`config.mk`:
```
export PLATFORM = sky130hd
export DESIGN_NAME = ucb1_child_select
export DESIGN_NICKNAME = d
export VERILOG_FILES = /design/src/design/ucbcs_pkg.sv /design/src/design/ucbcs_div.sv /design/src/design/ucbcs_log2.sv /design/src/design/ucbcs_sqrt.sv /design/src/design/ucb1_child_select.sv
export SDC_FILE = /design/constraint.sdc
export NUM_CORES = 2
export LEC_CHECK = 0
export BUFFER_PORTS_ARGS = -buffer_cell sky130_fd_sc_hd__buf_2
export CORE_MARGIN = 2
export CORE_UTILIZATION = 30
export CTS_BUF_LIST = sky130_fd_sc_hd__clkbuf_8
export CTS_CLUSTER_SIZE = 30
export DETAILED_ROUTE_END_ITERATION = 8
export GPL_TIMING_DRIVEN = 0
export MAX_ROUTING_LAYER = met4
export PLACE_DENSITY = 0.45
export SLEW_MARGIN = 25
export SYNTH_ARGS = -nofsm -noshare
export SYNTH_HDL_FRONTEND = slang
export SYNTH_SLANG_ARGS = --single-unit
```
`constraint.sdc`:
```
create_clock -name clk -period 17.6 [get_ports clk]
set_input_delay 0.88 -clock clk [delete_from_list [all_inputs] [get_ports clk]]
set_output_delay 0.88 -clock clk [all_outputs]
set_load 0.02 [all_outputs]
```
`src/design/ucbcs_pkg.sv`:
```
// ----------------------------------------------------------------------------
// ucbcs_pkg
// Shared types and constants for the UCB1 child selection block.
// ----------------------------------------------------------------------------
package ucbcs_pkg;

  localparam int MAX_CHILDREN_DEF = 64;

  localparam int VISITS_W  = 20;
  localparam int WINS_W    = 21;
  localparam int WEIGHT_W  = 16;
  localparam int INDEX_W   = 6;
  localparam int SCORE_W   = 24;
  localparam int LOG_W     = 21;   // Q5.16
  localparam int LN_W      = 20;   // Q4.16
  localparam int DIVD_W    = 36;   // dividend and quotient
  localparam int ROOT_W    = 18;
  localparam int EXPL_W    = 17;   // Q1.16 exploit term
  localparam int MANT_W    = 31;   // Q1.30 mantissa

  localparam int DIV_STEPS  = 36;
  localparam int SQRT_STEPS = 18;
  localparam int FRAC_BITS  = 16;

  localparam logic [WEIGHT_W-1:0] WEIGHT_RESET = 16'd5793;
  localparam logic [15:0]         LN2_Q16      = 16'd45426;
  localparam logic [SCORE_W-1:0]  SCORE_MAX    = 24'hFFFFFF;
  localparam logic [EXPL_W-1:0]   WR_ONE       = 17'd65536;

  typedef enum logic [1:0] {
    LG_IDLE,
    LG_NORM,
    LG_SQUARE
  } log_phase_t;

  typedef enum logic [3:0] {
    ST_IDLE,
    ST_WR,
    ST_LOG,
    ST_LN,
    ST_RT_GO,
    ST_RT,
    ST_SQRT,
    ST_SCORE,
    ST_DONE,
    ST_EMIT
  } sel_state_t;

endpackage

```
`src/design/ucbcs_div.sv`:
```
// ----------------------------------------------------------------------------
// ucbcs_div
// Radix-2 restoring divider, one quotient bit per cycle.
// ----------------------------------------------------------------------------
module ucbcs_div (
  input  logic                               clk,
  input  logic                               rst,
  input  logic                               start,
  input  logic [ucbcs_pkg::DIVD_W-1:0]       dividend,
  input  logic [ucbcs_pkg::VISITS_W-1:0]     divisor,
  output logic                               done,
  output logic [ucbcs_pkg::DIVD_W-1:0]       quotient
);

  localparam int CNT_W = $clog2(ucbcs_pkg::DIV_STEPS);

  logic [ucbcs_pkg::DIVD_W-1:0]   quo;
  logic [ucbcs_pkg::VISITS_W-1:0] rem;
  logic [ucbcs_pkg::VISITS_W-1:0] divr;
  logic [CNT_W-1:0]               cnt;
  logic                           busy;

  logic [ucbcs_pkg::VISITS_W:0]   trial;
  logic [ucbcs_pkg::VISITS_W:0]   diff;
  logic                           ge;

  always_comb begin
    trial = {rem, quo[ucbcs_pkg::DIVD_W-1]};
    diff  = trial - {1'b0, divr};
    ge    = trial >= {1'b0, divr};
  end

  always_ff @(posedge clk) begin
    if (rst) begin
      busy <= 1'b0;
      done <= 1'b0;
      cnt  <= '0;
    end else begin
      done <= 1'b0;
      if (start) begin
        quo  <= dividend;
        rem  <= '0;
        divr <= divisor;
        cnt  <= '0;
        busy <= 1'b1;
      end else if (busy) begin
        quo <= {quo[ucbcs_pkg::DIVD_W-2:0], ge};
        rem <= ge ? diff[ucbcs_pkg::VISITS_W-1:0] : trial[ucbcs_pkg::VISITS_W-1:0];
        cnt <= cnt + 1'b1;
        if (cnt == CNT_W'(ucbcs_pkg::DIV_STEPS - 1)) begin
          busy <= 1'b0;
          done <= 1'b1;
        end
      end
    end
  end

  assign quotient = quo;

endmodule

```
`src/design/ucbcs_log2.sv`:
```
// ----------------------------------------------------------------------------
// ucbcs_log2
// Base-2 log in Q5.16: serial normalise, then one mantissa square a cycle.
// ----------------------------------------------------------------------------
module ucbcs_log2 (
  input  logic                            clk,
  input  logic                            rst,
  input  logic                            start,
  input  logic [ucbcs_pkg::VISITS_W-1:0]  p,
  output logic                            done,
  output logic [ucbcs_pkg::LOG_W-1:0]     log_q
);

  localparam int EXP_W = ucbcs_pkg::LOG_W - ucbcs_pkg::FRAC_BITS;
  localparam int CNT_W = $clog2(ucbcs_pkg::FRAC_BITS);
  localparam int PAD_W = ucbcs_pkg::MANT_W - ucbcs_pkg::VISITS_W;

  ucbcs_pkg::log_phase_t          phase;
  logic [ucbcs_pkg::MANT_W-1:0]   x;
  logic [EXP_W-1:0]               e;
  logic [ucbcs_pkg::FRAC_BITS-1:0] frac;
  logic [CNT_W-1:0]               cnt;

  logic [2*ucbcs_pkg::MANT_W-1:0] sq;
  logic [ucbcs_pkg::MANT_W:0]     y;

  always_comb begin
    sq = x * x;
    y  = sq[2*ucbcs_pkg::MANT_W-1:ucbcs_pkg::MANT_W-1];
  end

  always_ff @(posedge clk) begin
    if (rst) begin
      phase <= ucbcs_pkg::LG_IDLE;
      done  <= 1'b0;
    end else begin
      done <= 1'b0;
      unique case (phase)
        ucbcs_pkg::LG_IDLE: begin
          if (start) begin
            x     <= {p, {PAD_W{1'b0}}};
            e     <= EXP_W'(ucbcs_pkg::VISITS_W - 1);
            cnt   <= '0;
            phase <= ucbcs_pkg::LG_NORM;
          end
        end
        ucbcs_pkg::LG_NORM: begin
          if (x[ucbcs_pkg::MANT_W-1]) begin
            phase <= ucbcs_pkg::LG_SQUARE;
          end else begin
            x <= {x[ucbcs_pkg::MANT_W-2:0], 1'b0};
            e <= e - 1'b1;
          end
        end
        ucbcs_pkg::LG_SQUARE: begin
          // square >= 2.0 gives a one bit and a halving
          frac <= {frac[ucbcs_pkg::FRAC_BITS-2:0], y[ucbcs_pkg::MANT_W]};
          x    <= y[ucbcs_pkg::MANT_W] ? y[ucbcs_pkg::MANT_W:1] : y[ucbcs_pkg::MANT_W-1:0];
          cnt  <= cnt + 1'b1;
          if (cnt == CNT_W'(ucbcs_pkg::FRAC_BITS - 1)) begin
            phase <= ucbcs_pkg::LG_IDLE;
            done  <= 1'b1;
          end
        end
        default: phase <= ucbcs_pkg::LG_IDLE;
      endcase
    end
  end

  assign log_q = {e, frac};

endmodule

```
`src/design/ucbcs_sqrt.sv`:
```
// ----------------------------------------------------------------------------
// ucbcs_sqrt
// Integer square root, one root bit (two radicand bits) per cycle.
// ----------------------------------------------------------------------------
module ucbcs_sqrt (
  input  logic                            clk,
  input  logic                            rst,
  input  logic                            start,
  input  logic [ucbcs_pkg::DIVD_W-1:0]    n,
  output logic                            done,
  output logic [ucbcs_pkg::ROOT_W-1:0]    root
);

  localparam int CNT_W = $clog2(ucbcs_pkg::SQRT_STEPS);
  localparam int REM_W = ucbcs_pkg::ROOT_W + 2;

  logic [ucbcs_pkg::DIVD_W-1:0] nsh;
  logic [REM_W-1:0]             rem;
  logic [CNT_W-1:0]             cnt;
  logic                         busy;

  logic [REM_W+1:0]             t;
  logic [REM_W+1:0]             trial;
  logic [REM_W+1:0]             diff;
  logic                         ge;

  always_comb begin
    t     = {rem, nsh[ucbcs_pkg::DIVD_W-1:ucbcs_pkg::DIVD_W-2]};
    trial = {2'b00, root, 2'b01};
    diff  = t - trial;
    ge    = t >= trial;
  end

  always_ff @(posedge clk) begin
    if (rst) begin
      busy <= 1'b0;
      done <= 1'b0;
      cnt  <= '0;
    end else begin
      done <= 1'b0;
      if (start) begin
        nsh  <= n;
        rem  <= '0;
        root <= '0;
        cnt  <= '0;
        busy <= 1'b1;
      end else if (busy) begin
        nsh  <= {nsh[ucbcs_pkg::DIVD_W-3:0], 2'b00};
        rem  <= ge ? diff[REM_W-1:0] : t[REM_W-1:0];
        root <= {root[ucbcs_pkg::ROOT_W-2:0], ge};
        cnt  <= cnt + 1'b1;
        if (cnt == CNT_W'(ucbcs_pkg::SQRT_STEPS - 1)) begin
          busy <= 1'b0;
          done <= 1'b1;
        end
      end
    end
  end

endmodule

```
`src/design/ucb1_child_select.sv`:
```
// ----------------------------------------------------------------------------
// ucb1_child_select
// UCB1 selection of the best child from a stream of child statistics.
// ----------------------------------------------------------------------------
// Usage:
//   Slave stream: one beat per child, tdata = {parent_visits, child_wins_half,
//   child_visits}, tlast marks the final child of a node. Master stream: one
//   beat per node, issued after the tlast child, carrying index and score;
//   tuser flags that the first unvisited child was picked.
//   Per child: a visited child runs the win-rate divide, the log normalise
//   and mantissa squares, the ratio divide, the square root and the score
//   and control states in turn before the next child can be accepted, paced
//   by the bit-serial divider, log and root units; a zero parent skips the
//   log. An unvisited or ignored child skips all of these units. tready is
//   high only between children. The result beat is raised from ST_EMIT,
//   after ST_SCORE forms the last child's score and ST_DONE folds it into
//   the running best, or after ST_DONE alone when it is unvisited or ignored.
//   If the receiver stalls, the result waits in the output register and the
//   next node's children are still taken; only the next result then waits.
//   Reset (synchronous) clears the running best, the child count and the output
//   valid flag, and returns explore_weight to 5793 (C = 1.414, Q4.12). The user
//   writes explore_weight via cfg_we/cfg_wdata only while idle; not enforced.
module ucb1_child_select #(
  parameter int MAX_CHILDREN = ucbcs_pkg::MAX_CHILDREN_DEF
) (
  input  logic        clk,
  input  logic        rst,
  input  logic        cfg_we,
  input  logic [15:0] cfg_wdata,    // explore_weight
  input  logic        s_tvalid,
  output logic        s_tready,
  input  logic [63:0] s_tdata,      // child_visits[19:0], child_wins_half[40:20],
                                    // parent_visits[60:41], zero pad
  input  logic        s_tlast,      // last_child
  output logic        m_tvalid,
  input  logic        m_tready,
  output logic [31:0] m_tdata,      // best_index[5:0], best_score[29:6], zero pad
  output logic        m_tuser       // picked_unvisited
);

  localparam int CNT_W = $clog2(MAX_CHILDREN + 1);
  localparam int VW    = ucbcs_pkg::VISITS_W;
  localparam int WW    = ucbcs_pkg::WINS_W;
  localparam int SW    = ucbcs_pkg::SCORE_W;
  localparam int IW    = ucbcs_pkg::INDEX_W;
  localparam int PRODW = ucbcs_pkg::WEIGHT_W + ucbcs_pkg::ROOT_W;

  ucbcs_pkg::sel_state_t state, state_next;

  // beat fields
  logic [VW-1:0] in_visits, in_parent;
  logic [WW-1:0] in_wins;
  logic          accept;
  logic          in_go;

  assign in_visits = s_tdata[VW-1:0];
  assign in_wins   = s_tdata[VW+WW-1:VW];
  assign in_parent = s_tdata[2*VW+WW-1:VW+WW];
  assign accept    = s_tvalid && s_tready;
  assign s_tready  = (state == ucbcs_pkg::ST_IDLE);

  // set state
  logic [ucbcs_pkg::WEIGHT_W-1:0] explore_weight;
  logic [SW-1:0]    best_score;
  logic [IW-1:0]    best_index;
  logic [CNT_W-1:0] child_counter;
  logic             unvisited_seen;
  logic             any_seen;

  // per-child working registers
  logic [VW-1:0]    v_reg, p_reg;
  logic             last_reg, go_reg;
  logic [IW-1:0]    idx_reg;
  logic [ucbcs_pkg::EXPL_W-1:0] exploit;
  logic [ucbcs_pkg::LOG_W-1:0]  log_val;
  logic [ucbcs_pkg::LN_W-1:0]   ln_val;
  logic [PRODW-1:0]             explore_prod;
  logic [SW-1:0]                cand_score;

  // unit handshakes
  logic                         div_start, div_done;
  logic [ucbcs_pkg::DIVD_W-1:0] div_dividend, div_quo;
  logic [VW-1:0]                div_divisor;
  logic                         log_start, log_done;
  logic [ucbcs_pkg::LOG_W-1:0]  log_q;
  logic                         sqrt_start, sqrt_done;
  logic [ucbcs_pkg::ROOT_W-1:0] root;

  logic                         out_free;
  logic [ucbcs_pkg::LOG_W+15:0] ln_prod;
  logic [SW:0]                  score_sum;

  assign in_go    = (child_counter < CNT_W'(MAX_CHILDREN)) && !unvisited_seen;
  assign out_free = !m_tvalid || m_tready;
  assign ln_prod  = log_val * ucbcs_pkg::LN2_Q16;
  assign score_sum = (SW+1)'(exploit) +
                     (SW+1)'(explore_prod[PRODW-1:ucbcs_pkg::WEIGHT_W-4]);

  // the win-rate divide starts from the beat itself, the ratio divide from ln
  assign div_dividend = (state == ucbcs_pkg::ST_IDLE) ?
                        {in_wins, 15'd0} : {ln_val, 16'd0};
  assign div_divisor  = (state == ucbcs_pkg::ST_IDLE) ? in_visits : v_reg;

  ucbcs_div u_div (
    .clk      (clk),
    .rst      (rst),
    .start    (div_start),
    .dividend (div_dividend),
    .divisor  (div_divisor),
    .done     (div_done),
    .quotient (div_quo)
  );

  ucbcs_log2 u_log2 (
    .clk   (clk),
    .rst   (rst),
    .start (log_start),
    .p     (p_reg),
    .done  (log_done),
    .log_q (log_q)
  );

  ucbcs_sqrt u_sqrt (
    .clk   (clk),
    .rst   (rst),
    .start (sqrt_start),
    .n     (div_quo),
    .done  (sqrt_done),
    .root  (root)
  );

  always_ff @(posedge clk) begin
    if (rst) begin
      state <= ucbcs_pkg::ST_IDLE;
    end else begin
      state <= state_next;
    end
  end

  always_comb begin
    state_next = state;
    div_start  = 1'b0;
    log_start  = 1'b0;
    sqrt_start = 1'b0;
    unique case (state)
      ucbcs_pkg::ST_IDLE: begin
        if (accept) begin
          if (in_go && in_visits != '0) begin
            div_start  = 1'b1;
            state_next = ucbcs_pkg::ST_WR;
          end else begin
            state_next = ucbcs_pkg::ST_DONE;
          end
        end
      end
      ucbcs_pkg::ST_WR: begin
        if (div_done) begin
          if (p_reg != '0) begin
            log_start  = 1'b1;
            state_next = ucbcs_pkg::ST_LOG;
          end else begin
            state_next = ucbcs_pkg::ST_LN;
          end
        end
      end
      ucbcs_pkg::ST_LOG: begin
        if (log_done) state_next = ucbcs_pkg::ST_LN;
      end
      ucbcs_pkg::ST_LN:    state_next = ucbcs_pkg::ST_RT_GO;
      ucbcs_pkg::ST_RT_GO: begin
        div_start  = 1'b1;
        state_next = ucbcs_pkg::ST_RT;
      end
      ucbcs_pkg::ST_RT: begin
        if (div_done) begin
          sqrt_start = 1'b1;
          state_next = ucbcs_pkg::ST_SQRT;
        end
      end
      ucbcs_pkg::ST_SQRT: begin
        if (sqrt_done) state_next = ucbcs_pkg::ST_SCORE;
      end
      ucbcs_pkg::ST_SCORE: state_next = ucbcs_pkg::ST_DONE;
      ucbcs_pkg::ST_DONE:  state_next = ucbcs_pkg::ST_EMIT;
      ucbcs_pkg::ST_EMIT: begin
        if (!last_reg || out_free) state_next = ucbcs_pkg::ST_IDLE;
      end
      default: state_next = ucbcs_pkg::ST_IDLE;
    endcase
  end

  // datapath and set bookkeeping
  always_ff @(posedge clk) begin
    if (rst) begin
      explore_weight <= ucbcs_pkg::WEIGHT_RESET;
      best_score     <= '0;
      best_index     <= '0;
      child_counter  <= '0;
      unvisited_seen <= 1'b0;
      any_seen       <= 1'b0;
      m_tvalid       <= 1'b0;
    end else begin
      if (cfg_we) explore_weight <= cfg_wdata;
      // new result beat, else drop the one just taken
      if (state == ucbcs_pkg::ST_EMIT && last_reg && out_free) begin
        m_tvalid <= 1'b1;
      end else if (m_tready) begin
        m_tvalid <= 1'b0;
      end

      unique case (state)
        ucbcs_pkg::ST_IDLE: begin
          if (accept) begin
            v_reg    <= in_visits;
            p_reg    <= in_parent;
            last_reg <= s_tlast;
            go_reg   <= in_go;
            idx_reg  <= IW'(child_counter);
            if (child_counter < CNT_W'(MAX_CHILDREN)) child_counter <= child_counter + 1'b1;
          end
        end
        ucbcs_pkg::ST_WR: begin
          if (div_done) begin
            // win rate saturates at 1.0, exploit term then zero
            exploit <= (div_quo >= ucbcs_pkg::DIVD_W'(ucbcs_pkg::WR_ONE)) ? '0 :
                       ucbcs_pkg::WR_ONE - {1'b0, div_quo[ucbcs_pkg::EXPL_W-2:0]};
            log_val <= '0;
          end
        end
        ucbcs_pkg::ST_LOG: begin
          if (log_done) log_val <= log_q;
        end
        ucbcs_pkg::ST_LN: begin
          ln_val <= ln_prod[ucbcs_pkg::LN_W+15:16];
        end
        ucbcs_pkg::ST_SQRT: begin
          if (sqrt_done) explore_prod <= explore_weight * root;
        end
        ucbcs_pkg::ST_SCORE: begin
          cand_score <= score_sum[SW] ? ucbcs_pkg::SCORE_MAX : score_sum[SW-1:0];
        end
        ucbcs_pkg::ST_DONE: begin
          if (go_reg) begin
            any_seen <= 1'b1;
            if (v_reg == '0) begin
              unvisited_seen <= 1'b1;
              best_index     <= idx_reg;
              best_score     <= ucbcs_pkg::SCORE_MAX;
            end else if (!any_seen || cand_score > best_score) begin
              best_index <= idx_reg;
              best_score <= cand_score;
            end
          end
        end
        ucbcs_pkg::ST_EMIT: begin
          if (last_reg && out_free) begin
            m_tdata        <= {{(32-IW-SW){1'b0}}, best_score, best_index};
            m_tuser        <= unvisited_seen;
            best_score     <= '0;
            best_index     <= '0;
            child_counter  <= '0;
            unvisited_seen <= 1'b0;
            any_seen       <= 1'b0;
          end
        end
        default: begin
        end
      endcase
    end
  end

endmodule

```
# Yosys cells after proc, flatten, opt, wreduce, memory -nomap -nowiden
# Cells that the tools add are included.
dict set report classes {
  bitwise_logic 4
  n_addsub 9
  reduce_logical 53
  mul 3
  n_eq_ne 29
  muxes 75
  order_cmp 5
}
# cell count
set op_table {}
lappend op_table {{$mux 36} 5}
lappend op_table {{$mux 20} 5}
lappend op_table {{$mux 24} 4}
lappend op_table {{$mux 31} 3}
lappend op_table {{$pmux 31 s3} 1}
lappend op_table {{$mul 31x31->62} 1}
lappend op_table {{$pmux 24 s2} 1}
lappend op_table {{$mux 21} 2}
lappend op_table {{$pmux 21 s2} 1}
lappend op_table {{$pmux 4 s10} 1}
lappend op_table {{$reduce_bool 20->1} 2}
lappend op_table {{$sub 20x20->20} 2}
lappend op_table {{$ge 36x17->1 const B} 1}
lappend op_table {{$mul 21x15->35 const B} 1}
lappend op_table {{$mul 16x18->34} 1}
lappend op_table {{$mux 4} 8}
lappend op_table {{$gt 24x24->1} 1}
lappend op_table {{$mux 6} 4}
lappend op_table {{$reduce_and 3->1} 8}
lappend op_table {{$reduce_and 4->1} 6}
lappend op_table {{$add 17x22->23} 1}
lappend op_table {{$mux 1} 23}
lappend op_table {{$ge 22x20->1} 1}
lappend op_table {{$ge 21x20->1} 1}
lappend op_table {{41 further kinds} 94}
dict set report word_totals {
  reg_bits 479
  word_cells 217
  input_bits 86
  output_inout_bits 35
}

# Depth between registers and ports, before layout
dict set report logic_depth {
  ltp_word 8
  depth_mapped 32
  depth_no_buf 28
}

# Modules after synthesis
# Synthesis repeated with hierarchy kept, for this count alone.
dict set report hier_totals {
  hier_cells 6301
  hier_area_um2 63738.6
}
# module n_inst area_per_inst_um2 seq_area_each_um2 cells_each
set by_module_without_submodules {}
lappend by_module_without_submodules {ucbcs_log2 1 30000.0 1741.7 3185}
lappend by_module_without_submodules {ucb1_child_select 1 24642.4 6666.4 2340}
lappend by_module_without_submodules {ucbcs_div 1 4613.2 2442.3 396}
lappend by_module_without_submodules {ucbcs_sqrt 1 4483.0 2362.3 380}

# Worst setup path after synthesis
# Ideal clock, no wire load.
dict set report synth_path {
  path_type {flip-flop to flip-flop}
  startpoint {reg u_log2.x[12] in the netlist's numbering}
  endpoint {reg u_log2.x[15] in the netlist's numbering (data pin)}
  t_required_ps 17340
  t_arrival_ps 7564
  path_stages_with_launch 31
  setup_slack_ps 9776
  period_less_slack_ps 7824
  setup_time_ps 260
  n_path_buf 4
  cell_sequence {edfxtp_1 clkbuf_1 clkbuf_1 nand2_1 fa_1 inv_1 fa_1 fa_1 inv_1 fa_1 inv_1 fa_1 inv_1 fa_1 inv_1 fa_1 fa_1 ha_1 nand4_1 nor3_1 o211ai_1 nand4_1 a21oi_1 nor3_1 nor2_1 o21a_1 o211ai_1 buf_2 buf_2 mux2i_1 nand3_1}
}
dict set report synth_via {
  elab_chain_len 3
}
# element line
set synth_rtl {}
lappend synth_rtl {{from (decl)} ucbcs_log2.sv:19} ;# logic [ucbcs_pkg::MANT_W-1:0] x;
lappend synth_rtl {{from (signal assigned)} ucbcs_log2.sv:41} ;# x <= {p, {PAD_W{1'b0}}};
lappend synth_rtl {{from (signal assigned)} ucbcs_log2.sv:51} ;# x <= {x[ucbcs_pkg::MANT_W-2:0], 1'b0};
lappend synth_rtl {{from (signal assigned)} ucbcs_log2.sv:58} ;# x <= y[ucbcs_pkg::MANT_W] ? y[ucbcs_pkg::MANT_W:1] : y[ucbcs_pkg::MANT_W-1:0];
lappend synth_rtl {{$mul 31x31->62} ucbcs_log2.sv:28} ;# sq = x * x;
lappend synth_rtl {{$mux 31} ucbcs_log2.sv:58}
lappend synth_rtl {{$pmux 31 s3} ucbcs_log2.sv:38} ;# unique case (phase)
# Every way passes these cells.
# A chain may end at the register's enable or synchronous reset.

# Final worst setup path
dict set report layout_path {
  startpoint {reg u_log2.x[13] in the netlist's numbering}
  endpoint {reg u_log2.x[16] in the netlist's numbering (data pin)}
}
# Same word-level chain as after synthesis.

==> results.yml <==
clock_network:
  numCtsBuffers: 81
  hold_bufs_inserted_after_cts: 0
  htree_num_levels: 3
  tritoncts_clock_tree: "built"
  cts_max_path_buffers: 3
  cts_num_sinks: 466
  cts_repair_resize_count: 0
  insertion_delay_ns: 0.77
  clk_pin_slew_ns: 0.07
  root_buffer_master: "sky130_fd_sc_hd__clkbuf_8"
  buffers_inserted_during_post_cts_setup_optimization: 0
sta:
  min_period_ns: 10.86
  layout_worst_path_cycle_share: 0.6170
  transition_time_of_the_tightest_slew_check_pin_ns: 1.172
  grt_setup_unrepaired: "no"
  fmax_ghz: 0.09209
  report.final.hold_viol_count: 0
  timing.max_slew.rel_slack: 0.2187
  finalSetupViolCount: 0
  final.setup.tns_ns: 0
  worst_clock_skew_ns: 0.05927
  timing.final.max_slew_violations: 0
synth:
  synth_mux_area_frac: 0.02317
  postSynthCellCount: 6263
  synthesis.yosys.warnings: 0
  postSynthAreaPerCell_sq_um: 9.991
  synth_compound_gate_area_share: 0.05940
  synth.lib_cells_used.distinct: 82
  synth_xor_xnor_area_share: 0.02267
  netlist.top_cell.by_area: "sky130_fd_sc_hd__fa_1"
  asyncSetResetFlopFracSynth: 0
  synth_edf_count: 388
  ys_seq_elements: 466
  synth_flop_cell: "sky130_fd_sc_hd__edfxtp_1"
  synthTopCellsByArea: "sky130_fd_sc_hd__fa_1, sky130_fd_sc_hd__edfxtp_1, sky130_fd_sc_hd__ha_1"
  synth_top_family_by_area: "adder cells"
  netlist.area_leader.share: 0.3433
  ys_seq_area_frac: 0.2111
  simple_gate_area_share_of_the_yosys_netlist: 0.1188
  yosys.cell_count.top_type: "sky130_fd_sc_hd__inv_1"
  synth_area_sq_um: 62580
  synth_common_cells: "sky130_fd_sc_hd__inv_1, sky130_fd_sc_hd__fa_1, sky130_fd_sc_hd__ha_1"
  yosys.area_share.adder: 0.4618
die:
  boundary_pins: 121
  design.core.area_sq_um: 207300
  dieHeight_um: 460.7
  floorplan.rows: 167
  overall_die_area_sq_um: 212300
  die_w_um: 460.7
  initial_core_util: 0.3019
detailed_routing:
  routed_wire_length_per_instance_um: 20.52
  final_antenna_net_count: 0
  route.vias.total: 43270
  drt-total-wl_mm: 192.0
  total_drc_errors_in_the_routed_layout: 0
  drt-pass1-iter-count: 5
  detailedRoute.firstIterationViolations: 2811
  vias_per_cell: 4.624
grt:
  gr-total-overflow: 0
  grt_first_pass_wirelength_mm: 293.1
  gr-usage-all-layers: 0.1905
  antenna_violations_before_repair: 21
  grt_pass1_vias: 46540
  grt_start_max_net_pins: 25
critical_path:
  timing.rr.start: "u_log2.x[13]"
  worst_path_most_repeated_cell: "sky130_fd_sc_hd__fa_1"
  critical_path_data_required_time_ns: 18.10
  path_max_fanout: 10
  timing.critical_path.to_type: "flip-flop"
  worstRegToRegCells: 28
  timing_worst_setup_path_type: "reg -> reg"
  critPathLaunch: "u_log2.x[13]"
  worst-path-buf-inv: 7
  critPathCapture: "u_log2.x[16]"
  critical-path-top-delay-family: "adder cells"
  critPathSlowestCell: "sky130_fd_sc_hd__clkbuf_1"
  critical_path_depth: 28
  worst_flop_to_flop_path_endpoint: "u_log2.x[16]"
  worst_ep_arrival_time_ns: 11.36
  critPathLaunchType: "flip-flop"
  setup.reg_to_reg.worst_slack_ns: 6.74
  cpPeakStageDelay_ns: 0.88
place:
  port_buffers: 115
  dpl.hpwl_mm: 157.9
  last_weighted_congestion_value_of_the_routability_driven_placer: 0.9549
layout:
  growth_of_design_area_from_synthesis_to_finish_pct: 9.957
  finalCoreUtilization: 0.3320
  design.final.nets: 8240
  fill_cells: 21680
  drive_above_1_share: 0.05933
flow_run:
  max_cap_check_violation_count: 0
run_status:
  status: "finished clean"
min_path:
  min_path_type: "in -> reg"
## cell families after synthesis
family | Yosys count
buffers and inverters | 1711
adder cells (fa/ha/maj) | 1666
AND/OR/NAND/NOR | 1542
AO/OA/AOI/OAI | 577
flip-flops | 466
XOR/XNOR | 162
multiplexers | 138
other | 1
## worst register-to-register path: cells and delay by family, from the launching register on
family | cells | cell delay, ns
adder cells (fa/ha/maj) | 9 | 4.54
buffers and inverters | 7 | 2.55
AO/OA/AOI/OAI | 5 | 1.29
AND/OR/NAND/NOR | 6 | 1.16
flip-flops | 1 | 0.79
multiplexers | 1 | 0.31
## stage by stage
step                      hold slack (ns)  worst slack, ns  instances  cell area [sq um]
after global placement             0.4215            6.641       9167              66640
after floorplan                    0.4093            9.776       6264              62580
after detailed placement           0.4225            6.829       9192              67110
final                              0.3317            6.741       9357              68810
after global routing               0.2981            6.461       9351              68790
after CTS                          0.2548            6.834       9343              68760
## routing by layer
metal | global-route usage | up-vias | share of wire
li1 | - | 19980 | -
met3 | 0.01933 | 216 | 0.050
met5 | - | - | 0
met2 | 0.2977 | 1084 | 0.46
met4 | 0.05533 | 0 | 0.030
met1 | 0.2617 | 21990 | 0.46
## cell usage in the layout (no fill, tap or decap), types with 27 or more instances in the layout
cell and n:
sky130_fd_sc_hd__inv_1 1492, sky130_fd_sc_hd__fa_1 1073, sky130_fd_sc_hd__ha_1 593, sky130_fd_sc_hd__nand2_1 572, sky130_fd_sc_hd__edfxtp_1 388, sky130_fd_sc_hd__and2_1 321, sky130_fd_sc_hd__nor2_1 265, sky130_fd_sc_hd__a21oi_1 191
sky130_fd_sc_hd__clkbuf_1 181, sky130_fd_sc_hd__buf_2 135, sky130_fd_sc_hd__xnor2_1 93, sky130_fd_sc_hd__mux2i_1 83, sky130_fd_sc_hd__o21ai_0 82, sky130_fd_sc_hd__clkbuf_8 81, sky130_fd_sc_hd__nand3_1 79, sky130_fd_sc_hd__dfxtp_1 78
sky130_fd_sc_hd__a21o_1 77, sky130_fd_sc_hd__xor2_1 69, sky130_fd_sc_hd__nand2b_1 58, sky130_fd_sc_hd__mux2_2 55, sky130_fd_sc_hd__nor2b_1 54, sky130_fd_sc_hd__nor3_1 53, sky130_fd_sc_hd__o211ai_1 37, sky130_fd_sc_hd__nand4_1 35
sky130_fd_sc_hd__clkbuf_2 31, sky130_fd_sc_hd__nor4_1 31, sky130_fd_sc_hd__o21a_1 27
## worst min path at each step
| stage | from | end | slack (ns) | cells past startpoint |
|---|---|---|---|---|
| 5_1_grt | s_tdata[41] | p_reg[0] | 0.30 | 1 |
| 3_5_place_dp | best_index[1] | m_tdata[1] | 0.42 | 0 |
| 3_3_place_gp | best_index[3] | m_tdata[3] | 0.42 | 0 |
| 4_1_cts | s_tdata[41] | p_reg[0] | 0.25 | 1 |
| 6_report | s_tdata[41] | p_reg[0] | 0.33 | 1 |
| 2_1_floorplan | best_index[0] | m_tdata[0] | 0.41 | 0 |
## final cells by class
cell class / count / area (sq um) / share of cell area
sequential: 466 / 13210 / 0.1920
tap: 2788 / 3488 / 0.05070
clock inverter: 70 / 538.0 / 0.007819
clock buffer: 81 / 1115 / 0.01620
timing repair buffer: 141 / 913.4 / 0.01327
buffer: 237 / 949.7 / 0.01380
inverter: 1474 / 5533 / 0.08041
multi-input combinational: 4087 / 43030 / 0.6253
antenna: 13 / 32.53 / 0.0004728
Power is not shown: default switching activity piles up to over one toggle a cycle in this logic, so the estimate is an artifact.
